===== src/rtl/deq_pkg.sv =====
// shared types and constants for the double-ended queue
// no dependencies; used by the interfaces and every module of the block

package deq_pkg;

   localparam int DEPTH_DEFAULT      = 16;
   localparam int DATA_WIDTH_DEFAULT = 32;
   localparam int CMD_WIDTH          = 3;
   localparam int STATUS_WIDTH       = 2;

   typedef enum logic [CMD_WIDTH-1:0] {
      CMD_PUSH_FRONT = 3'd0,
      CMD_PUSH_BACK  = 3'd1,
      CMD_POP_FRONT  = 3'd2,
      CMD_POP_BACK   = 3'd3,
      CMD_PEEK_FRONT = 3'd4,
      CMD_PEEK_BACK  = 3'd5
   } command_type;

   typedef enum logic [STATUS_WIDTH-1:0] {
      ST_OK    = 2'd0,
      ST_EMPTY = 2'd1,
      ST_FULL  = 2'd2
   } status_type;

   // per-word information that travels alongside the memory read
   typedef struct packed {
      logic       is_read;
      status_type status;
   } item_info_type;

endpackage


===== src/rtl/deq_ifs.sv =====
// valid/ready channel interfaces for the request and response words
// depends on deq_pkg for field widths

interface deq_req_if #(
   parameter int DATA_WIDTH = deq_pkg::DATA_WIDTH_DEFAULT
);
   logic                                  valid;
   logic                                  ready;
   logic [deq_pkg::CMD_WIDTH-1:0]         command;
   logic signed [DATA_WIDTH-1:0]          value;

   modport source (output valid, output command, output value, input ready);
   modport sink   (input valid, input command, input value, output ready);
endinterface

interface deq_rsp_if #(
   parameter int DATA_WIDTH  = deq_pkg::DATA_WIDTH_DEFAULT,
   parameter int COUNT_WIDTH = $clog2(deq_pkg::DEPTH_DEFAULT + 1)
);
   logic                                  valid;
   logic                                  ready;
   logic signed [DATA_WIDTH-1:0]          data;
   logic [deq_pkg::STATUS_WIDTH-1:0]      status;
   logic [COUNT_WIDTH-1:0]                fill_count;
   logic                                  deque_empty;

   modport source (output valid, output data, output status, output fill_count,
                   output deque_empty, input ready);
   modport sink   (input valid, input data, input status, input fill_count,
                   input deque_empty, output ready);
endinterface


===== src/rtl/double_ended_queue.sv =====
// Double-ended queue of signed words held in a ring buffer of DEPTH slots.
// req_bus carries one word per command: push front, push back, pop front,
// pop back, peek front or peek back, with the value to push. rsp_bus returns
// exactly one word per command, in order: the data popped or peeked (zero for
// pushes and errors), a status (ok, empty, or full on push), the fill count
// after the command and an empty flag.
// rsp_bus.valid rises when the output register loads: the slot ram is read at the
// accepting edge (pointers update there too, so the next command sees them at
// once); the output register loads from the ram stage when empty or draining.
// Throughput is one command per cycle while rsp_bus.ready stays high; the
// single-port slot ram with its registered read sets this figure.
// When the receiver stalls, the output register holds its word and one more
// command can still be taken into the ram stage; after that req_bus.ready
// drops until the output drains. Nothing is lost or reordered.
// Reset (synchronous) empties the deque and drops any word in flight; the
// slot contents are left as they are and never read before being written.
// depends on deq_pkg, deq_ifs, deq_ram and deq_ctrl

module double_ended_queue #(
   parameter int DEPTH      = deq_pkg::DEPTH_DEFAULT,
   parameter int DATA_WIDTH = deq_pkg::DATA_WIDTH_DEFAULT
) (
   input  logic          clock,
   input  logic          reset,
   deq_req_if.sink       req_bus,
   deq_rsp_if.source     rsp_bus
);
   import deq_pkg::*;

   localparam int AW = $clog2(DEPTH);
   localparam int CW = $clog2(DEPTH + 1);

   logic                  accept;
   logic                  mem_wr_en, mem_rd_en;
   logic [AW-1:0]         mem_addr;
   logic [DATA_WIDTH-1:0] mem_wr_data, mem_rd_data;
   item_info_type         ctrl_info;
   logic [CW-1:0]         ctrl_count;

   logic                  s1_valid_ff, s1_valid_in;
   item_info_type         s1_info_ff;
   logic [CW-1:0]         s1_count_ff;
   logic                  out_valid_ff, out_valid_in;
   logic [DATA_WIDTH-1:0] out_data_ff;
   status_type            out_status_ff;
   logic [CW-1:0]         out_count_ff;
   logic                  out_empty_ff;
   logic                  out_load;

   assign out_load      = s1_valid_ff && (!out_valid_ff || rsp_bus.ready);
   assign req_bus.ready = !s1_valid_ff || out_load;
   assign accept        = req_bus.valid && req_bus.ready;

   deq_ctrl #(.DEPTH(DEPTH), .DATA_WIDTH(DATA_WIDTH)) u_ctrl (
      .clock       (clock),
      .reset       (reset),
      .accept      (accept),
      .command     (req_bus.command),
      .value       (req_bus.value),
      .mem_wr_en   (mem_wr_en),
      .mem_rd_en   (mem_rd_en),
      .mem_addr    (mem_addr),
      .mem_wr_data (mem_wr_data),
      .info        (ctrl_info),
      .fill_count  (ctrl_count)
   );

   deq_ram #(.DEPTH(DEPTH), .DATA_WIDTH(DATA_WIDTH)) u_ram (
      .clock   (clock),
      .wr_en   (mem_wr_en),
      .rd_en   (mem_rd_en),
      .addr    (mem_addr),
      .wr_data (mem_wr_data),
      .rd_data (mem_rd_data)
   );

   always_comb begin
      s1_valid_in = s1_valid_ff;
      if (accept) begin
         s1_valid_in = 1'b1;
      end else if (out_load) begin
         s1_valid_in = 1'b0;
      end
      out_valid_in = out_valid_ff;
      if (out_load) begin
         out_valid_in = 1'b1;
      end else if (rsp_bus.ready) begin
         out_valid_in = 1'b0;
      end
   end

   always_ff @(posedge clock) begin
      if (reset) begin
         s1_valid_ff  <= 1'b0;
         out_valid_ff <= 1'b0;
      end else begin
         s1_valid_ff  <= s1_valid_in;
         out_valid_ff <= out_valid_in;
      end
   end

   always_ff @(posedge clock) begin
      if (accept) begin
         s1_info_ff  <= ctrl_info;
         s1_count_ff <= ctrl_count;
      end
      if (out_load) begin
         out_data_ff   <= s1_info_ff.is_read ? mem_rd_data : '0;
         out_status_ff <= s1_info_ff.status;
         out_count_ff  <= s1_count_ff;
         out_empty_ff  <= (s1_count_ff == '0);
      end
   end

   assign rsp_bus.valid       = out_valid_ff;
   assign rsp_bus.data        = out_data_ff;
   assign rsp_bus.status      = out_status_ff;
   assign rsp_bus.fill_count  = out_count_ff;
   assign rsp_bus.deque_empty = out_empty_ff;

`ifndef ASSERT_OFF
   a_s1_hold: assert property (@(posedge clock) disable iff (reset)
      (s1_valid_ff && !out_load) |=> s1_valid_ff && $stable(s1_info_ff))
      else $error("ram stage word lost while output stalled");

   a_no_overrun: assert property (@(posedge clock) disable iff (reset)
      (s1_valid_ff && !out_load) |-> !accept)
      else $error("command taken over an undelivered word");

   a_empty_flag: assert property (@(posedge clock) disable iff (reset)
      out_valid_ff |-> (out_empty_ff == (out_count_ff == '0)))
      else $error("empty flag disagrees with fill count");
`endif

endmodule


===== src/rtl/deq_ram.sv =====
// slot storage: single-port synchronous ram with registered read data
// depends on deq_pkg for default sizes

module deq_ram #(
   parameter int DEPTH      = deq_pkg::DEPTH_DEFAULT,
   parameter int DATA_WIDTH = deq_pkg::DATA_WIDTH_DEFAULT
) (
   input  logic                         clock,
   input  logic                         wr_en,
   input  logic                         rd_en,
   input  logic [$clog2(DEPTH)-1:0]     addr,
   input  logic [DATA_WIDTH-1:0]        wr_data,
   output logic [DATA_WIDTH-1:0]        rd_data
);
   import deq_pkg::*;

   logic [DATA_WIDTH-1:0] slot_mem [DEPTH];
   logic [DATA_WIDTH-1:0] rd_data_ff;

   always_ff @(posedge clock) begin
      if (wr_en) begin
         slot_mem[addr] <= wr_data;
      end
   end

   // read register only moves on a read, so it holds while the output stalls
   always_ff @(posedge clock) begin
      if (rd_en) begin
         rd_data_ff <= slot_mem[addr];
      end
   end

   assign rd_data = rd_data_ff;

endmodule


===== src/rtl/deq_ctrl.sv =====
// pointer and occupancy control: decodes each command into at most one ram access
// depends on deq_pkg for command and status codes

module deq_ctrl #(
   parameter int DEPTH      = deq_pkg::DEPTH_DEFAULT,
   parameter int DATA_WIDTH = deq_pkg::DATA_WIDTH_DEFAULT
) (
   input  logic                              clock,
   input  logic                              reset,
   input  logic                              accept,
   input  logic [deq_pkg::CMD_WIDTH-1:0]     command,
   input  logic [DATA_WIDTH-1:0]             value,
   output logic                              mem_wr_en,
   output logic                              mem_rd_en,
   output logic [$clog2(DEPTH)-1:0]          mem_addr,
   output logic [DATA_WIDTH-1:0]             mem_wr_data,
   output deq_pkg::item_info_type            info,
   output logic [$clog2(DEPTH+1)-1:0]        fill_count
);
   import deq_pkg::*;

   localparam int AW = $clog2(DEPTH);
   localparam int CW = $clog2(DEPTH + 1);
   localparam logic [AW-1:0] LAST_SLOT = AW'(DEPTH - 1);
   localparam logic [CW-1:0] FULL_COUNT = CW'(DEPTH);

   logic [AW-1:0] head_ff, head_in;
   logic [AW-1:0] tail_ff, tail_in;
   logic [CW-1:0] occ_ff, occ_in;
   logic [AW-1:0] head_next, head_prev, tail_next, tail_prev;
   logic          is_full, no_words;

   assign head_next = (head_ff == LAST_SLOT) ? '0 : head_ff + 1'b1;
   assign head_prev = (head_ff == '0) ? LAST_SLOT : head_ff - 1'b1;
   assign tail_next = (tail_ff == LAST_SLOT) ? '0 : tail_ff + 1'b1;
   assign tail_prev = (tail_ff == '0) ? LAST_SLOT : tail_ff - 1'b1;
   assign is_full   = (occ_ff == FULL_COUNT);
   assign no_words  = (occ_ff == '0);

   always_comb begin
      head_in      = head_ff;
      tail_in      = tail_ff;
      occ_in       = occ_ff;
      mem_wr_en    = 1'b0;
      mem_rd_en    = 1'b0;
      mem_addr     = head_ff;
      mem_wr_data  = value;
      info.is_read = 1'b0;
      info.status  = ST_OK;
      if (accept) begin
         case (command)
            CMD_PUSH_FRONT: begin
               if (is_full) begin
                  info.status = ST_FULL;
               end else begin
                  head_in   = head_prev;
                  mem_addr  = head_prev;
                  mem_wr_en = 1'b1;
                  occ_in    = occ_ff + CW'(1);
               end
            end
            CMD_PUSH_BACK: begin
               if (is_full) begin
                  info.status = ST_FULL;
               end else begin
                  tail_in   = tail_next;
                  mem_addr  = tail_ff;
                  mem_wr_en = 1'b1;
                  occ_in    = occ_ff + CW'(1);
               end
            end
            CMD_POP_FRONT, CMD_PEEK_FRONT: begin
               if (no_words) begin
                  info.status = ST_EMPTY;
               end else begin
                  mem_addr     = head_ff;
                  mem_rd_en    = 1'b1;
                  info.is_read = 1'b1;
                  if (command == CMD_POP_FRONT) begin
                     head_in = head_next;
                     occ_in  = occ_ff - CW'(1);
                  end
               end
            end
            CMD_POP_BACK, CMD_PEEK_BACK: begin
               if (no_words) begin
                  info.status = ST_EMPTY;
               end else begin
                  mem_addr     = tail_prev;
                  mem_rd_en    = 1'b1;
                  info.is_read = 1'b1;
                  if (command == CMD_POP_BACK) begin
                     tail_in = tail_prev;
                     occ_in  = occ_ff - CW'(1);
                  end
               end
            end
            default: begin
               // unused codes leave the state alone and report ok
            end
         endcase
      end
   end

   assign fill_count = occ_in;

   always_ff @(posedge clock) begin
      if (reset) begin
         head_ff <= '0;
         tail_ff <= '0;
         occ_ff  <= '0;
      end else begin
         head_ff <= head_in;
         tail_ff <= tail_in;
         occ_ff  <= occ_in;
      end
   end

`ifndef ASSERT_OFF
   a_occ_bound: assert property (@(posedge clock) disable iff (reset)
      occ_ff <= FULL_COUNT)
      else $error("occupancy above depth");

   a_ptrs_meet: assert property (@(posedge clock) disable iff (reset)
      (no_words || is_full) |-> (head_ff == tail_ff))
      else $error("pointers apart while empty or full");

   a_full_push: assert property (@(posedge clock) disable iff (reset)
      (accept && is_full && (command == CMD_PUSH_FRONT || command == CMD_PUSH_BACK))
      |=> $stable(occ_ff) && $stable(head_ff) && $stable(tail_ff))
      else $error("push into full deque changed state");

   a_no_rw: assert property (@(posedge clock) disable iff (reset)
      !(mem_wr_en && mem_rd_en))
      else $error("read and write in one cycle");
`endif

endmodule


===== src/flat_wrapper.sv =====
// flat-port wrapper written by rule: the top's interface ports become plain ports
module double_ended_queue_flat import deq_pkg::*;
#(
   parameter int DEPTH      = deq_pkg::DEPTH_DEFAULT,
   parameter int DATA_WIDTH = deq_pkg::DATA_WIDTH_DEFAULT
)
  (clock, reset, req_bus_valid, req_bus_command, req_bus_value, req_bus_ready, rsp_bus_valid, rsp_bus_data, rsp_bus_status, rsp_bus_fill_count, rsp_bus_deque_empty, rsp_bus_ready);
  deq_req_if #(.DATA_WIDTH(DATA_WIDTH)) req_bus_i ();
  deq_rsp_if #(.DATA_WIDTH(DATA_WIDTH)) rsp_bus_i ();
  input  logic clock;
  input  logic reset;
  input wire logic [$bits(req_bus_i.valid)-1:0] req_bus_valid;
  input wire logic [$bits(req_bus_i.command)-1:0] req_bus_command;
  input wire logic [$bits(req_bus_i.value)-1:0] req_bus_value;
  output wire logic [$bits(req_bus_i.ready)-1:0] req_bus_ready;
  output wire logic [$bits(rsp_bus_i.valid)-1:0] rsp_bus_valid;
  output wire logic [$bits(rsp_bus_i.data)-1:0] rsp_bus_data;
  output wire logic [$bits(rsp_bus_i.status)-1:0] rsp_bus_status;
  output wire logic [$bits(rsp_bus_i.fill_count)-1:0] rsp_bus_fill_count;
  output wire logic [$bits(rsp_bus_i.deque_empty)-1:0] rsp_bus_deque_empty;
  input wire logic [$bits(rsp_bus_i.ready)-1:0] rsp_bus_ready;
  assign req_bus_i.valid = req_bus_valid;
  assign req_bus_i.command = req_bus_command;
  assign req_bus_i.value = req_bus_value;
  assign req_bus_ready = req_bus_i.ready;
  assign rsp_bus_valid = rsp_bus_i.valid;
  assign rsp_bus_data = rsp_bus_i.data;
  assign rsp_bus_status = rsp_bus_i.status;
  assign rsp_bus_fill_count = rsp_bus_i.fill_count;
  assign rsp_bus_deque_empty = rsp_bus_i.deque_empty;
  assign rsp_bus_i.ready = rsp_bus_ready;
  double_ended_queue #(.DEPTH(DEPTH), .DATA_WIDTH(DATA_WIDTH)) u_core (.clock(clock), .reset(reset), .req_bus(req_bus_i), .rsp_bus(rsp_bus_i));
endmodule

===== config.mk =====
export PLATFORM = sky130hd
export DESIGN_NAME = double_ended_queue_flat
export DESIGN_NICKNAME = d
export VERILOG_FILES = /design/src/rtl/deq_pkg.sv /design/src/rtl/deq_ifs.sv /design/src/rtl/double_ended_queue.sv /design/src/rtl/deq_ram.sv /design/src/rtl/deq_ctrl.sv /design/src/flat_wrapper.sv
export SDC_FILE = /design/constraint.sdc
export NUM_CORES = 1
export LEC_CHECK = 0
export ABC_AREA = 1
export BUFFER_PORTS_ARGS = -buffer_cell sky130_fd_sc_hd__buf_2
export CAP_MARGIN = 0
export CORE_AREA = 10 10 203 253
export CTS_CLUSTER_DIAMETER = 120
export DETAILED_ROUTE_END_ITERATION = 7
export DIE_AREA = 0 0 213 263
export PLACE_DENSITY = 0.73
export SKIP_CTS_REPAIR_TIMING = 1
export SYNTH_ARGS = -nofsm -noshare
export SYNTH_HDL_FRONTEND = slang
export SYNTH_SLANG_ARGS = --single-unit

===== constraint.sdc =====
create_clock -name clock -period 6.07 [get_ports clock]
set_input_delay 0.3035 -clock clock [delete_from_list [all_inputs] [get_ports clock]]
set_output_delay 0.3035 -clock clock [all_outputs]
set_load 0.02 [all_outputs]

==> results.yml <==
route:
  ant_nets: 0
  vias: 17700
  drc_errors: 0
  dr.pass1.iters: 5
  drt_wl_total_um: 63100
  drt_first_iter_violations: 2193
  wl_per_cell_um: 20.1
  drt-vias-per-instance: 5.63
critical_path:
  worstPathRequired_ps: 6310
  rr_worst_depth: 10
  cp_slowest_cell: "nor2_4"
  path_cells: "inv_1, ha_1, nand3_2, nand3_1, nand3_1, nand4_4, buf_4, nand2_8, nand3_1, nor2_4"
  cp_max_fo: 161
  worst_path_largest_cell_delay_ps: 1040
  crit_end: "u_core.u_ram.slot_mem[4][28]"
  path_buf_inv: 2
  r2r-end: "u_core.u_ram.slot_mem[4][28]"
  crit_type: "reg -> reg"
  cp.depth: 10
  critPathTopFamily: "simple AND/OR/NAND/NOR gates"
  end_kind: "flop"
  cpMostUsedCell: "nand3_1"
  crit_start: "u_core.u_ctrl.occ_ff[0]"
  arrival_ps: 4800
  startpoint_type: "flop"
  reg2reg_setup_slack_ps: 1510
  r2r_start: "u_core.u_ctrl.occ_ff[0]"
floorplanning:
  initial_utilization: 0.560
  io_pins: 81
  num_rows: 89
  die_y_um: 263
  core-area_um2: 46700
  die_w_um: 213
  dieArea_um2: 56000
place:
  port_buffers: 80
  gp_congestion: 0.881
  hpwl_um: 35400
  place_area_um2: 26800
logic_synthesis:
  yosysWarnings: 0
  synth_edf_count: 592
  syn_inst: 2485
  synth_top_area_frac: 0.681
  ys_seq_elements: 607
  yosysTopAreaCell: "edfxtp_1"
  ys_types: 36
  ys_top_cells_by_area: "edfxtp_1, nand2_1, nand3_1, inv_1, dfxtp_1"
  syn_nets: 2530
  synth_area_um2: 26100
  ys_seq_area_frac: 0.692
  ys_async_sr_fraction: 0
  ys_top_cells_by_count: "nand2_1, edfxtp_1, nand3_1"
  post_synth.cell_area_avg_um2: 10.5
  yosysMostFrequentCell: "nand2_1"
  ys.flop_type: "edfxtp_1"
cts:
  cts-root-buf: "clkbuf_16"
  htreeDepth: 2
  clk_pin_slew_worst_paths_ps: 60
  worst_skew_pair.late_latency_ps: 630
  cts_tree: "yes"
  clkSinkCount: 607
  cts_made_buffers: 57
  cts_buffer_depth: 3
cells_and_area:
  diodes: 0
  fin_area_um2: 28600
  area_delta_synth_final_pct: 9.57
  drive_gt1_frac: 0.0866
  nets: 2551
  fillers: 3635
sta:
  finalCriticalPeriod_ps: 4560
  hold_viol_final: 0
  rsz0062_at_grt: "false"
  tns_ps: 0
  setup_viol: 0
  slew_headroom: 0.215
  slew_violations: 0
  tightestPinTransition_ps: 1170
  period_share: 0.751
  fmax_ghz: 0.219
  skew_ps: 20.7
grt:
  grt.total_usage: 0.223
  overflow: 0
  grt_max_degree: 211
  antenna_found_initial: 1
  grt_pass1_vias: 17200
  grt_pass1_wl_um: 96600
power_and_ir_drop:
  power.total_w: 0.00922
  leakage_nw: 11.8
  ir_drop_mv: 0.216
  pwr_density_cell_nw_per_um2: 322
run:
  cap_violations: 0
worst_hold_path:
  worstHoldStart: "rsp_bus_ready"
  min_path_type: "in -> reg"
run_status:
  status: "completed"
worst register-to-register path, stage by stage, from the launching register on:
cell and delay (ps):
dfxtp_1 370, inv_1 100, ha_1 290, nand3_2 200
nand3_1 130, nand3_1 130, nand4_4 80, buf_4 310
nand2_8 800, nand3_1 710, nor2_4 1050
worst min-delay path by stage:
stage | end | slack [ps] | cells past startpoint
2_1_floorplan | u_core.u_ctrl.tail_ff[0] | 380 | 1
3_3_place_gp | u_core.rsp_bus.status[1] | 400 | 0
3_5_place_dp | u_core.rsp_bus.status[1] | 410 | 0
4_1_cts | u_core.rsp_bus.valid | 10 | 4
5_1_grt | u_core.rsp_bus.valid | 50 | 4
6_report | u_core.rsp_bus.valid | 20 | 4
power breakdown:
group	internal (W)	switching [W]
Combinational	0.000248	0.000726
Sequential	0.00468	0.0000229
Clock	0.00202	0.00153
cells in the final DEF, fill, tap and decap left out, types with 7 or more instances in the layout:
cell type	instances
edfxtp_1	592
buf_2	80
clkinv_1	11
inv_2	13
nor2_4	25
a21oi_1	18
dfxtp_1	15
clkinv_2	7
nand2_1	1197
clkbuf_1	15
nor2_1	23
inv_1	125
xor2_1	8
o21ai_0	8
buf_4	11
nand3_1	286
clkbuf_16	58
routing by layer:
metal | global-route usage | part of all wire | routed length [um] | up-vias
met5 | 0 | 0 | 0 | -
met3 | 0.0361 | 0.088 | 5570 | 124
met1 | 0.297 | 0.40 | 25200 | 8493
met4 | 0.0895 | 0.028 | 1770 | 0
met2 | 0.359 | 0.48 | 30500 | 806
li1 | - | - | - | 8283
stage by stage:
| step | util | instances | hold slack, ps | setup WS (ps) |
|---|---|---|---|---|
| 2_1_floorplan | - | 2485 | 382 | 2260 |
| 3_3_place_gp | 0.573 | 3038 | 404 | 1610 |
| 3_5_place_dp | 0.573 | 3038 | 407 | 1490 |
| 4_1_cts | 0.613 | 3144 | 11.4 | 1530 |
| 5_1_grt | 0.613 | 3144 | 46.1 | 1230 |
| 6_report | 0.613 | 3144 | 21.7 | 1510 |
final cells by class:
cell class / instances / area (um^2) / area share
multi-input combinational: 1608 / 6890 / 0.241
inverter: 139 / 524 / 0.0183
tap: 591 / 739 / 0.0258
sequential: 607 / 18100 / 0.632
clock buffer: 77 / 1560 / 0.0546
timing repair buffer: 93 / 523 / 0.0183
clock inverter: 29 / 298 / 0.0104
logic make-up (layout without fill, tap and decap cells):
kind of cell               after synthesis  in the layout  share of synthesized area
buffers and inverters                  270            338                     0.0505
DFF                                    607            607                      0.692
adders and majority gates                6              6                    0.00287
and+or+nand+nor                       1545           1545                      0.240
AOI/OAI and AO/OA                       47             47                     0.0114
xor gates and xnor gates                10             10                    0.00335
state kept, by name (all words and copies together) (netlist names):
register / cells
u_core.u_ram.slot_mem: 512
u_core.rsp_bus.deque_empty: 1
u_core.s1_info_ff: 3
u_core.u_ctrl.occ_ff: 5
u_core.rsp_bus.fill_count: 5
u_core.u_ctrl.head_ff: 4
u_core.s1_valid_ff: 1
u_core.rsp_bus.data: 32
u_core.u_ram.rd_data: 32
u_core.rsp_bus.valid: 1
u_core.s1_count_ff: 5
u_core.u_ctrl.tail_ff: 4
u_core.rsp_bus.status: 2
Power figures use the tool's default switching activity.
